[src/hw/rtl/wcf_pkg.sv]
// ----------------------------------------------------------------------------
// Word clock face mask package
// Face geometry, word positions and lookup tables of the 24 by 24 face.
// ----------------------------------------------------------------------------
package wcf_pkg;

  // Face geometry.
  localparam int GridColumns = 24;
  localparam int GridRows    = 24;
  localparam int AddrW       = 10;
  localparam int LenW        = 4;
  localparam int RowW        = 5;
  localparam logic [RowW-1:0] LastRow = RowW'(GridRows - 1);

  // Time boundaries.
  localparam logic [5:0] HalfHour      = 6'd30;
  localparam logic [4:0] AfternoonFrom = 5'd12;
  localparam logic [4:0] EveningFrom   = 5'd18;
  localparam logic [4:0] NightFrom     = 5'd22;

  // A word: first letter position and letter count.
  typedef struct packed {
    logic [AddrW-1:0] at;
    logic [LenW-1:0]  len;
  } word_t;

  // A word as a half-open letter range [lo, hi).
  typedef struct packed {
    logic [AddrW-1:0] lo;
    logic [AddrW-1:0] hi;
  } span_t;

  localparam word_t NoWord        = '{at: 10'd0,   len: 4'd0};
  localparam word_t WordIt        = '{at: 10'd0,   len: 4'd2};
  localparam word_t WordIs        = '{at: 10'd3,   len: 4'd2};
  localparam word_t WordDayThe    = '{at: 10'd69,  len: 4'd3};
  localparam word_t WordOf        = '{at: 10'd253, len: 4'd2};
  localparam word_t WordTimeThe   = '{at: 10'd336, len: 4'd3};
  localparam word_t WordTime      = '{at: 10'd340, len: 4'd4};
  localparam word_t WordTimeIs    = '{at: 10'd345, len: 4'd2};
  localparam word_t WordHalf      = '{at: 10'd356, len: 4'd4};
  localparam word_t WordMinTwenty = '{at: 10'd362, len: 4'd6};
  localparam word_t WordPast      = '{at: 10'd452, len: 4'd4};
  localparam word_t WordTo        = '{at: 10'd456, len: 4'd2};
  localparam word_t WordOclock    = '{at: 10'd521, len: 4'd7};
  localparam word_t WordAt        = '{at: 10'd528, len: 4'd2};
  localparam word_t WordNight     = '{at: 10'd531, len: 4'd5};
  localparam word_t WordIn        = '{at: 10'd537, len: 4'd2};
  localparam word_t WordPerThe    = '{at: 10'd540, len: 4'd3};
  localparam word_t WordMorning   = '{at: 10'd544, len: 4'd7};
  localparam word_t WordEvening   = '{at: 10'd553, len: 4'd7};
  localparam word_t WordAfternoon = '{at: 10'd561, len: 4'd9};
  localparam word_t WordDayTwenty = '{at: 10'd72,  len: 4'd6};
  localparam word_t WordThirtieth = '{at: 10'd87,  len: 4'd9};
  localparam word_t WordThirty    = '{at: 10'd96,  len: 4'd6};

  // Sunday through Saturday.
  localparam word_t WeekdayWords [7] = '{
    '{10'd24, 4'd6}, '{10'd61, 4'd6}, '{10'd7, 4'd7}, '{10'd50, 4'd9},
    '{10'd15, 4'd8}, '{10'd32, 4'd6}, '{10'd39, 4'd8}
  };

  // January through December.
  localparam word_t MonthWords [12] = '{
    '{10'd264, 4'd7}, '{10'd275, 4'd8}, '{10'd327, 4'd5}, '{10'd283, 4'd5},
    '{10'd271, 4'd3}, '{10'd332, 4'd4}, '{10'd322, 4'd4}, '{10'd288, 4'd6},
    '{10'd303, 4'd9}, '{10'd295, 4'd7}, '{10'd256, 4'd8}, '{10'd314, 4'd8}
  };

  // FIRST through TWENTIETH at their own index; entry zero is blank.
  localparam word_t OrdinalWords [21] = '{
    '{10'd0, 4'd0},    '{10'd192, 4'd5},  '{10'd113, 4'd6}, '{10'd198, 4'd5},
    '{10'd120, 4'd6},  '{10'd221, 4'd5},  '{10'd187, 4'd5}, '{10'd233, 4'd7},
    '{10'd241, 4'd6},  '{10'd247, 4'd5},  '{10'd216, 4'd5}, '{10'd127, 4'd8},
    '{10'd226, 4'd7},  '{10'd177, 4'd10}, '{10'd157, 4'd10}, '{10'd135, 4'd9},
    '{10'd168, 4'd9},  '{10'd204, 4'd11}, '{10'd146, 4'd10}, '{10'd103, 4'd10},
    '{10'd78, 4'd9}
  };

  // ONE through NINETEEN at their own index; the fifteen entry is QUARTER.
  localparam word_t MinuteWords [20] = '{
    '{10'd0, 4'd0},   '{10'd381, 4'd3}, '{10'd379, 4'd3}, '{10'd446, 4'd5},
    '{10'd415, 4'd4}, '{10'd394, 4'd4}, '{10'd372, 4'd3}, '{10'd384, 4'd5},
    '{10'd424, 4'd5}, '{10'd398, 4'd4}, '{10'd369, 4'd3}, '{10'd432, 4'd6},
    '{10'd408, 4'd6}, '{10'd438, 4'd8}, '{10'd415, 4'd8}, '{10'd349, 4'd7},
    '{10'd372, 4'd7}, '{10'd384, 4'd9}, '{10'd424, 4'd8}, '{10'd398, 4'd8}
  };

  // TWELVE, then ONE through ELEVEN.
  localparam word_t HourWords [12] = '{
    '{10'd506, 4'd6}, '{10'd485, 4'd3}, '{10'd470, 4'd3}, '{10'd459, 4'd5},
    '{10'd480, 4'd4}, '{10'd499, 4'd4}, '{10'd492, 4'd3}, '{10'd465, 4'd5},
    '{10'd514, 4'd5}, '{10'd488, 4'd4}, '{10'd495, 4'd3}, '{10'd474, 4'd6}
  };

  // Turns a word into its letter range.
  function automatic span_t span_of(word_t w);
    span_t s;
    s.lo = w.at;
    s.hi = w.at + AddrW'(w.len);
    return s;
  endfunction

endpackage

[src/hw/rtl/wcf_if.sv]
// ----------------------------------------------------------------------------
// Word clock face mask channels
// Valid/ready channels for the date and time input and the row mask output.
// ----------------------------------------------------------------------------

// Date and time input channel.
interface wcf_in_if;
  logic       valid;
  logic       ready;
  logic [5:0] minute;
  logic [4:0] hour;
  logic [4:0] day_of_month;
  logic [3:0] month;
  logic [2:0] weekday;

  modport source (output valid, minute, hour, day_of_month, month, weekday,
                  input ready);
  modport sink   (input valid, minute, hour, day_of_month, month, weekday,
                  output ready);
endinterface

// Row mask output channel.
interface wcf_out_if;
  logic        valid;
  logic        ready;
  logic [4:0]  row_index;
  logic [23:0] row_bits;
  logic        last_row;

  modport source (output valid, row_index, row_bits, last_row, input ready);
  modport sink   (input valid, row_index, row_bits, last_row, output ready);
endinterface

[src/hw/rtl/word_clock_face_mask_unit.sv]
// ----------------------------------------------------------------------------
// Word clock face mask unit
// Builds the lit-letter mask of a 24 by 24 word clock face from a date and time.
// ----------------------------------------------------------------------------
// Each input beat gives 24 output beats, rows 0 to 23 in order, the last one
// marked by last_row. At the input beat the date and time are decoded into
// the letter ranges of the lit words and held in a word register; every
// cycle one row is then masked against those ranges and loaded into the
// result register; the first row of an item passes the word register and
// then the result register. The next input beat is taken in the cycle in
// which the last row of the current item enters the result register, so with
// an always-ready sink the block delivers one row every cycle without gaps.
// Backpressure on the output stalls the row sweep one-for-one.
// ----------------------------------------------------------------------------
module word_clock_face_mask_unit import wcf_pkg::*; (
  input  logic      clk_i,
  input  logic      rst_ni,
  wcf_in_if.sink    item_i,
  wcf_out_if.source row_o
);

  // Slots of the word register, one per word that may be lit.
  typedef enum logic [4:0] {
    SlotIt, SlotIs, SlotWeekday, SlotDayThe, SlotDayA, SlotDayB, SlotOf,
    SlotMonth, SlotTimeThe, SlotTime, SlotTimeIs, SlotMinA, SlotMinB,
    SlotLink, SlotHour, SlotPerA, SlotPerB, SlotPeriod
  } slot_e;

  localparam int NumSlots = 18;

  // Letters of one row that fall inside a range.
  function automatic logic [GridColumns-1:0] row_mask(span_t s, logic [AddrW-1:0] base);
    logic [AddrW-1:0]       k;
    logic [GridColumns-1:0] m;
    for (int c = 0; c < GridColumns; c++) begin
      k    = base + AddrW'(c);
      m[c] = (k >= s.lo) && (k < s.hi);
    end
    return m;
  endfunction

  word_t                  words    [NumSlots];
  span_t                  spans_d  [NumSlots];
  span_t                  spans_q  [NumSlots];
  logic [5:0]             mirror_min;
  logic [5:0]             hour_adv;
  logic [3:0]             hour_idx;
  logic                   busy_q, busy_d;
  logic [RowW-1:0]        row_q, row_d;
  logic                   out_valid_q, out_valid_d;
  logic [RowW-1:0]        out_row_q;
  logic [GridColumns-1:0] out_bits_q;
  logic                   out_last_q;
  logic                   load;
  logic                   last_load;
  logic                   in_ready;
  logic                   accept;
  logic [AddrW-1:0]       row_base;
  logic [GridColumns-1:0] row_bits_d;

  // Minute mirrored about the half hour, and the hour that the face names.
  always_comb begin
    mirror_min = (item_i.minute <= HalfHour) ? item_i.minute : 6'd60 - item_i.minute;
    hour_adv   = {1'b0, item_i.hour} + {5'b0, item_i.minute > HalfHour};
    priority if (hour_adv >= 6'd24) begin
      hour_idx = 4'(hour_adv - 6'd24);
    end else if (hour_adv >= 6'd12) begin
      hour_idx = 4'(hour_adv - 6'd12);
    end else begin
      hour_idx = hour_adv[3:0];
    end
  end

  // Word selection for the incoming beat.
  always_comb begin
    for (int i = 0; i < NumSlots; i++) begin
      words[i] = NoWord;
    end
    words[SlotIt]      = WordIt;
    words[SlotIs]      = WordIs;
    words[SlotDayThe]  = WordDayThe;
    words[SlotOf]      = WordOf;
    words[SlotTimeThe] = WordTimeThe;
    words[SlotTime]    = WordTime;
    words[SlotTimeIs]  = WordTimeIs;

    if (item_i.weekday != 3'd7) begin
      words[SlotWeekday] = WeekdayWords[item_i.weekday];
    end
    if (item_i.month < 4'd12) begin
      words[SlotMonth] = MonthWords[item_i.month];
    end

    // Ordinal day; a day of zero lights nothing.
    priority if (item_i.day_of_month == 5'd0) begin
      words[SlotDayA] = NoWord;
    end else if (item_i.day_of_month <= 5'd20) begin
      words[SlotDayA] = OrdinalWords[item_i.day_of_month];
    end else if (item_i.day_of_month <= 5'd29) begin
      words[SlotDayA] = WordDayTwenty;
      words[SlotDayB] = OrdinalWords[item_i.day_of_month - 5'd20];
    end else if (item_i.day_of_month == 5'd30) begin
      words[SlotDayA] = WordThirtieth;
    end else begin
      words[SlotDayA] = WordThirty;
      words[SlotDayB] = OrdinalWords[1];
    end

    // Minute words; on the hour and for minutes past the range nothing.
    if (item_i.minute != 6'd0 && item_i.minute < 6'd60) begin
      priority if (mirror_min == HalfHour) begin
        words[SlotMinA] = WordHalf;
      end else if (mirror_min < 6'd20) begin
        words[SlotMinA] = MinuteWords[mirror_min[4:0]];
      end else begin
        words[SlotMinA] = WordMinTwenty;
        if (mirror_min != 6'd20) begin
          words[SlotMinB] = MinuteWords[5'(mirror_min - 6'd20)];
        end
      end
    end

    // PAST, TO or O'CLOCK, then the hour word.
    priority if (item_i.minute == 6'd0) begin
      words[SlotLink] = WordOclock;
    end else if (item_i.minute <= HalfHour) begin
      words[SlotLink] = WordPast;
    end else begin
      words[SlotLink] = WordTo;
    end
    words[SlotHour] = HourWords[hour_idx];

    // Part of the day.
    if (item_i.hour < NightFrom) begin
      words[SlotPerA] = WordIn;
      words[SlotPerB] = WordPerThe;
    end else begin
      words[SlotPerA] = WordAt;
    end
    priority if (item_i.hour < AfternoonFrom) begin
      words[SlotPeriod] = WordMorning;
    end else if (item_i.hour < EveningFrom) begin
      words[SlotPeriod] = WordAfternoon;
    end else if (item_i.hour < NightFrom) begin
      words[SlotPeriod] = WordEvening;
    end else begin
      words[SlotPeriod] = WordNight;
    end

    for (int i = 0; i < NumSlots; i++) begin
      spans_d[i] = span_of(words[i]);
    end
  end

  // Handshake and row sweep control.
  assign load      = busy_q && (!out_valid_q || row_o.ready);
  assign last_load = load && (row_q == LastRow);
  assign in_ready  = !busy_q || last_load;
  assign accept    = item_i.valid && in_ready;

  always_comb begin
    busy_d      = busy_q;
    row_d       = row_q;
    out_valid_d = out_valid_q;
    if (load) begin
      row_d = row_q + RowW'(1);
    end
    if (last_load) begin
      busy_d = 1'b0;
    end
    if (accept) begin
      busy_d = 1'b1;
      row_d  = '0;
    end
    if (load) begin
      out_valid_d = 1'b1;
    end else if (row_o.ready) begin
      out_valid_d = 1'b0;
    end
  end

  // Row mask of the current row.
  assign row_base = AddrW'({row_q, 4'b0}) + AddrW'({row_q, 3'b0});

  always_comb begin
    row_bits_d = '0;
    for (int i = 0; i < NumSlots; i++) begin
      row_bits_d = row_bits_d | row_mask(spans_q[i], row_base);
    end
  end

  // Control registers.
  always_ff @(posedge clk_i or negedge rst_ni) begin
    if (!rst_ni) begin
      busy_q      <= 1'b0;
      row_q       <= '0;
      out_valid_q <= 1'b0;
    end else begin
      busy_q      <= busy_d;
      row_q       <= row_d;
      out_valid_q <= out_valid_d;
    end
  end

  // Word register and result register.
  always_ff @(posedge clk_i) begin
    if (accept) begin
      spans_q <= spans_d;
    end
    if (load) begin
      out_row_q  <= row_q;
      out_bits_q <= row_bits_d;
      out_last_q <= (row_q == LastRow);
    end
  end

  assign item_i.ready    = in_ready;
  assign row_o.valid     = out_valid_q;
  assign row_o.row_index = out_row_q;
  assign row_o.row_bits  = out_bits_q;
  assign row_o.last_row  = out_last_q;

endmodule

[src/flat_wrapper.sv]
// flat-port wrapper written by rule: the top's interface ports become plain ports
module word_clock_face_mask_unit_flat import wcf_pkg::*;
  (clk_i, rst_ni, item_i_valid, item_i_minute, item_i_hour, item_i_day_of_month, item_i_month, item_i_weekday, item_i_ready, row_o_valid, row_o_row_index, row_o_row_bits, row_o_last_row, row_o_ready);
  wcf_in_if item_i_i ();
  wcf_out_if row_o_i ();
  input  logic clk_i;
  input  logic rst_ni;
  input wire logic [$bits(item_i_i.valid)-1:0] item_i_valid;
  input wire logic [$bits(item_i_i.minute)-1:0] item_i_minute;
  input wire logic [$bits(item_i_i.hour)-1:0] item_i_hour;
  input wire logic [$bits(item_i_i.day_of_month)-1:0] item_i_day_of_month;
  input wire logic [$bits(item_i_i.month)-1:0] item_i_month;
  input wire logic [$bits(item_i_i.weekday)-1:0] item_i_weekday;
  output wire logic [$bits(item_i_i.ready)-1:0] item_i_ready;
  output wire logic [$bits(row_o_i.valid)-1:0] row_o_valid;
  output wire logic [$bits(row_o_i.row_index)-1:0] row_o_row_index;
  output wire logic [$bits(row_o_i.row_bits)-1:0] row_o_row_bits;
  output wire logic [$bits(row_o_i.last_row)-1:0] row_o_last_row;
  input wire logic [$bits(row_o_i.ready)-1:0] row_o_ready;
  assign item_i_i.valid = item_i_valid;
  assign item_i_i.minute = item_i_minute;
  assign item_i_i.hour = item_i_hour;
  assign item_i_i.day_of_month = item_i_day_of_month;
  assign item_i_i.month = item_i_month;
  assign item_i_i.weekday = item_i_weekday;
  assign item_i_ready = item_i_i.ready;
  assign row_o_valid = row_o_i.valid;
  assign row_o_row_index = row_o_i.row_index;
  assign row_o_row_bits = row_o_i.row_bits;
  assign row_o_last_row = row_o_i.last_row;
  assign row_o_i.ready = row_o_ready;
  word_clock_face_mask_unit u_core (.clk_i(clk_i), .rst_ni(rst_ni), .item_i(item_i_i), .row_o(row_o_i));
endmodule
[config.mk]
export PLATFORM = sky130hd
export DESIGN_NAME = word_clock_face_mask_unit_flat
export DESIGN_NICKNAME = d
export VERILOG_FILES = /design/src/hw/rtl/wcf_pkg.sv /design/src/hw/rtl/wcf_if.sv /design/src/hw/rtl/word_clock_face_mask_unit.sv /design/src/flat_wrapper.sv
export SDC_FILE = /design/constraint.sdc
export NUM_CORES = 1
export LEC_CHECK = 0
export BUFFER_PORTS_ARGS = -buffer_cell sky130_fd_sc_hd__buf_2
export CORE_UTILIZATION = 31
export CTS_BUF_LIST = sky130_fd_sc_hd__clkbuf_8
export DETAILED_ROUTE_END_ITERATION = 7
export GPL_TIMING_DRIVEN = 0
export PLACE_DENSITY = 0.55
export SLEW_MARGIN = 0
export SYNTH_ARGS = -nofsm -noshare
export SYNTH_HDL_FRONTEND = slang
export SYNTH_SLANG_ARGS = --single-unit
[constraint.sdc]
create_clock -name clk_i -period 17 [get_ports clk_i]
set_clock_uncertainty 0.05 [all_clocks]
set_input_delay 2.55 -clock clk_i [delete_from_list [all_inputs] [get_ports clk_i]]
set_output_delay 2.55 -clock clk_i [all_outputs]
set_load 0.02 [all_outputs]
==> flow_summary.json, run 1 <==
{
  "status": "finished with violations",
  "violations": "DRC, capacitance limit, slew limit",
  "drt_iter0_drc": 2890,
  "post_cts_buffers": 0,
  "syn_area_sq_um": 24400,
  "max_freq_mhz": 99.2,
  "hold_buffers": 0,
  "synth_seq_cells": 175,
  "coreArea_sq_um": 77600,
  "via_per_inst": 5.99,
  "crit_top_cell": "buf_12",
  "final_nets": 3511,
  "crit_path_end_kind": "flop",
  "clk_latency_ns": 0.60,
  "gr-total-overflow": 0,
  "synth_edf_count": 168,
  "finalCritPeriodShare_pct": 59.3,
  "path_buf_inv": 9,
  "crit_family": "buffers and inverters",
  "worstMarginPinSlew_ns": 1.60,
  "cts.clk_slew.worst_paths_ns": 0.10,
  "hold_depth": 1,
  "tns_ns": 0,
  "async_flop_share_pct": 4.00,
  "rsz0062_at_grt": "no",
  "cts-resized-gates": 0,
  "synth_cells": 2990,
  "start_util_pct": 31.4,
  "reg2regPathDepth": 23,
  "cts_inserted_buffers": 17,
  "slew_headroom_pct": -6.63,
  "wl_per_cell_um": 24.7,
  "drt-total-wl_mm": 102,
  "routabilityCongestion": 1.10,
  "slew_viol_final": 10,
  "ant_nets": 0,
  "fin_cells": 4136,
  "drive_above_1_share_pct": 6.96,
  "grt_max_degree": 65,
  "worstHoldStart": "u_core.busy_q",
  "start_kind": "flop",
  "cp.required_ns": 17.27,
  "yosysTopAreaCell": "edfxtp_1",
  "worstSetupPathType": "reg -> reg",
  "max_stage_delay_ns": 0.94,
  "grt_pass1_wl_mm": 150,
  "ios": 59,
  "die_h_um": 282,
  "clkSinkCount": 175,
  "reg2reg_slack_ns": 6.92,
  "hold_viol": 0,
  "cts_root_buf": "clkbuf_8",
  "die_w_um": 282,
  "ctsHtreeMaxLevel": 4,
  "dpl.hpwl_mm": 80.4,
  "synth_warnings": 0,
  "setup_viol": 0,
  "ys.flop_type": "edfxtp_1",
  "vias": 24772,
  "dp.cells": 4099,
  "holdPathEnd": "u_core.row_o.valid",
  "antenna_found_initial": 8,
  "avgSynthCellArea_sq_um": 8.15,
  "die_area_sq_um": 79700,
  "cp_slowest_cell": "o311ai_0",
  "crit_arrival_ns": 10.35,
  "r2r_start": "u_core.row_q[0]",
  "clock_path_buffers": 2,
  "drc": 2,
  "areaGrowthSynthToFinish_pct": 9.63,
  "max-cap-violations": 2,
  "synth.most_common_cell": "ha_1",
  "r2r-end": "u_core.row_o.row_bits[10]",
  "hold_class": "reg -> reg",
  "ys_types": 113,
  "grt_pass1_vias": 22865,
  "cts_tree": "done",
  "portBuffers": 53,
  "first_pass_iters": 8,
  "synth_common_cells": "ha_1 (397), nor2_1 (247), a21oi_1 (242)",
  "grt_usage_pct": 25.4,
  "min_period_ns": 10.08,
  "cp_cell_sequence": "buf_12 -> clkbuf_1 -> inv_2 -> buf_12 -> ha_2 -> buf_12 -> inv_2 -> ha_2 -> buf_1 -> and2_0 -> nand2_1 -> a21o_1 -> xnor2_1 -> inv_1 -> ha_1 -> nand3_1 -> or2_2 -> buf_1 -> nor3_1 -> o311ai_0 -> and4b_1 -> nand4b_1 -> or4_1",
  "fp-row-count": 102,
  "synth_top_area_share_pct": 20.7,
  "synth_area_leaders": "edfxtp_1 (21%), ha_1 (20%), a21oi_1 (5.0%), o21ai_0 (3.9%), nor2_1 (3.8%)",
  "crit_fanout": 24,
  "ys_seq_area_share_pct": 21.4
}
[cell type report]
| class | count | area [sq um] |
|---|---|---|
| Antenna cell | 5 | 12.5 |
| Buffer | 103 | 453 |
| Clock buffer | 21 | 289 |
| Clock inverter | 11 | 129 |
| Fill cell | 8277 | 50900 |
| Inverter | 239 | 898 |
| Multi-Input combinational cell | 2474 | 17900 |
| Sequential cell | 175 | 5220 |
| Tap cell | 1040 | 1300 |
| Timing Repair Buffer | 68 | 556 |
[stage by stage]
step	hold slack, ns	setup WS [ns]	instance area [sq um]	utilization [%]
final	0.445	6.92	26700	34.4
after global routing	0.487	7.00	26700	34.4
after CTS	0.445	7.34	26700	34.4
after detailed placement	0.422	7.37	26300	33.9
after global placement	0.414	2.09	25900	33.4
after floorplan	0.398	9.35	24400	-
[worst max path at each step]
stage                                           end             start  slack [ns]  depth (start not counted)
after floorplan                  u_core.spans_q[69]  item_i_minute[0]        9.35                         25
after global placement    u_core.row_o.row_bits[17]   u_core.row_q[0]        2.09                         16
after detailed placement  u_core.row_o.row_bits[10]   u_core.row_q[0]        7.37                         23
after CTS                 u_core.row_o.row_bits[10]   u_core.row_q[0]        7.34                         23
after global routing      u_core.row_o.row_bits[10]   u_core.row_q[0]        7.00                         23
final                     u_core.row_o.row_bits[10]   u_core.row_q[0]        6.92                         23
[worst reg2reg max path: cells and delay by family (launching register included)]
| kind | cells | cell delay [ns] |
|---|---|---|
| buffers and inverters | 9 | 3.75 |
| xor gates and xnor gates | 1 | 0.63 |
| adders and majority gates | 3 | 1.32 |
| DFF | 1 | 0.85 |
| and+or+nand+nor | 8 | 2.04 |
| AOI/OAI and AO/OA | 2 | 1.19 |
[kinds of logic (layout without fill, tap and decap cells)]
group | after synthesis | after routing | share of synthesized area (%)
fa+ha+maj | 406 | 406 | 21.1
simple gates | 989 | 989 | 20.9
mux | 15 | 15 | 0.683
flops | 175 | 175 | 21.4
other cells | 1 | 7 | 0.0154
buf+inv | 342 | 442 | 5.51
compound gates | 1001 | 1001 | 28.0
xor+xnor | 61 | 61 | 2.34
[per-layer routing]
metal / GRT usage, % / up-vias / share of wire, %
li1: - / 11514 / -
met1: 34.4 / 11807 / 44
met2: 37.6 / 1194 / 42
met3: 4.25 / 253 / 7.9
met4: 14.7 / 4 / 6.1
met5: 0 / - / 0.031
[registers in the layout, summed over array words and instances (netlist names)]
| signal | cells |
|---|---|
| u_core.row_o.row_index | 5 |
| u_core.row_q | 5 |
| u_core.row_o.row_bits | 24 |
| u_core.busy_q | 1 |
| u_core.spans_q | 138 |
| u_core.row_o.last_row | 1 |
| u_core.row_o.valid | 1 |
[layout by cell type (no fill, tap or decap), types with 40 or more instances in the layout]
cell type / n
ha_1: 395
nand2_1: 179
nand4_1: 51
nor3_1: 96
clkbuf_1: 73
edfxtp_1: 168
o21ai_0: 190
a21o_1: 120
nor2b_1: 54
o21a_1: 40
a211oi_1: 47
nor2_1: 246
nand3_1: 107
buf_2: 66
inv_1: 230
a21oi_1: 242
Power of run 1 is not shown: default switching activity piles up to over one toggle a cycle in this logic, so the estimate is an artifact.
==> inputs of run 2 (changes only) <==
Settings changed: PLACE_DENSITY 0.55 to 0.57.
Clock period 17 ns to 8.4 ns, I/O delays scaled along.
==> run 2 against run 1 <==
Effect of this change:
- the run ends with capacitance limit, slew limit left
- cell area up 0.19%
- worst setup slack worse by 6.8 ns
- final cell count about the same
- die area unchanged
- sequential cell count unchanged
- utilization grew 0.064 points
- register-to-register slack worse by 6.8 ns
- non-clock buffer count increased by 5
- worst hold slack worse by 0.00058 ns
- critical endpoint is now u_core.row_o.row_bits[9]
==> flow_summary.json, run 2 (synthesis results as in run 1) <==
{
  "status": "finished with violations",
  "start_kind": "flop",
  "largest_register": "u_core.spans_q",
  "coreArea_sq_um": 77600,
  "portBuffers": 53,
  "dpl.hpwl_mm": 82.0,
  "dp.cells": 4097,
  "die_w_um": 282,
  "die_area_sq_um": 79700,
  "ant_nets": 0,
  "hold_buffers": 0,
  "fin_cells": 4138,
  "via_per_inst": 5.95,
  "cts.clk_slew.worst_paths_ns": 0.09,
  "antenna_found_initial": 7,
  "cts_root_buf": "clkbuf_8",
  "hold_class": "in -> async",
  "final_nets": 3517,
  "wl_per_cell_um": 25.2,
  "cts_inserted_buffers": 17,
  "max_freq_mhz": 122,
  "crit_fanout": 27,
  "start_util_pct": 31.4,
  "finalCritPeriodShare_pct": 97.9,
  "crit_path_end_kind": "flop",
  "gr-usage-met2_pct": 39.8,
  "busiest_layer": "met2",
  "hold_viol": 0,
  "rsz0062_at_grt": "no",
  "cp.required_ns": 8.65,
  "grt_max_degree": 66,
  "die_h_um": 282,
  "setup_viol": 0,
  "grt_usage_pct": 26.0,
  "grt_pass1_wl_mm": 152,
  "ctsHtreeMaxLevel": 4,
  "drt_iter0_drc": 2724,
  "use_met1_pct": 35.1,
  "grtUsageMet3_pct": 4.58,
  "violations": "capacitance limit, slew limit",
  "slew_viol_final": 10,
  "drt-total-wl_mm": 104,
  "worstSetupPathType": "reg -> reg",
  "routabilityCongestion": 1.07,
  "areaGrowthSynthToFinish_pct": 9.83,
  "gr-total-overflow": 0,
  "final_cell_mix": "ha_1 (395), nor2_1 (246), a21oi_1 (242)",
  "ios": 59,
  "clkSinkCount": 175,
  "final_common_cell": "ha_1",
  "clock_path_buffers": 2,
  "slew_headroom_pct": -3.59,
  "min_period_ns": 8.23,
  "vias": 24606,
  "drive_above_1_share_pct": 7.20,
  "fp-row-count": 102,
  "worstMarginPinSlew_ns": 1.51,
  "drc": 0,
  "crit_arrival_ns": 8.48,
  "first_pass_iters": 7,
  "largest_register_ffs": 138,
  "clk_latency_ns": 0.59,
  "cts_tree": "done",
  "max-cap-violations": 2,
  "grt_pass1_vias": 22722
}
-- run 2: cell count changes in the layout (fill, tap and decap cells not counted), moves of 3 or more --
cell	previous run	this run
buf_4	4	9
clkinv_4	4	1
clkbuf_8	21	18
diode_2	5	1
clkinvlp_4	1	5
buf_8	5	2
-- run 2: metrics by stage --
| step | hold slack [ns] | worst slack (ns) | cell area [sq um] | TNS, ns | util, % |
|---|---|---|---|---|---|
| 2_1_floorplan | 0.398 | 1.47 | 24400 | 0 | - |
| 4_1_cts | 0.389 | 0.109 | 26700 | 0 | 34.4 |
| 6_report | 0.444 | 0.172 | 26800 | 0 | 34.5 |
| 3_3_place_gp | 0.420 | -6.46 | 25900 | -283.45 | 33.4 |
| 3_5_place_dp | 0.433 | -1.32 | 26300 | -8.07 | 33.8 |
| 5_1_grt | 0.426 | 0.0976 | 26800 | 0 | 34.5 |
-- run 2: per-layer routing --
metal  share of wire [%]  wire length [um]
met3                 7.2              7460
met2                  43             45000
met5               0.029                30
met1                  45             46500
met4                 5.1              5270
-- run 2: worst paths after layout --
check	startpoint	end	slack, ns	cells past startpoint
setup / recovery	u_core.row_q[0]	u_core.row_o.row_bits[9]	0.17	19
hold / removal	rst_ni	u_core.row_q[4]	0.44	1
setup reg to reg	u_core.row_q[0]	u_core.row_o.row_bits[9]	0.17	19
hold reg to reg	u_core.busy_q	u_core.row_o.valid	0.45	1
max in group asynchronous	rst_ni	u_core.row_q[0]	7.66	1
min in group clk_i	u_core.busy_q	u_core.row_o.valid	0.45	1
-- run 2: worst max-delay path, cell delays in order (launching register included) --
cell	delay (ns)
dfrtp_4	0.76
ha_1	0.42
inv_1	0.09
fa_1	0.62
nor2b_1	0.48
nand4_1	0.15
a221o_1	0.33
o21a_1	0.34
inv_2	0.38
clkbuf_1	0.78
buf_2	0.74
ha_1	0.39
a21oi_1	0.14
o21ai_0	0.14
a21oi_1	0.39
nand2_1	0.10
o21ai_0	0.16
a2bb2oi_1	0.38
o2111ai_1	0.35
or4_1	0.70
-- run 2: repair_timing --
action                                  in CTS  in global routing
setup buffers                                3                  4
cloned                                       1                  0
endpoints found under the setup margin      14                 12
resized for setup                            6                 10
-- run 2: final cells by class --
type	instances	area (sq um)
diodes	1	2.50
repair buffers	73	603
repair inverters	1	5.00
plain buffers	103	453
inverters	239	915
fillers	8284	50800
multi-input cells	2474	17900
clock inverters	14	129
flip-flops and latches	175	5220
well taps	1040	1300
clock buffers	18	248
Power of run 2 is left out for the same reason.
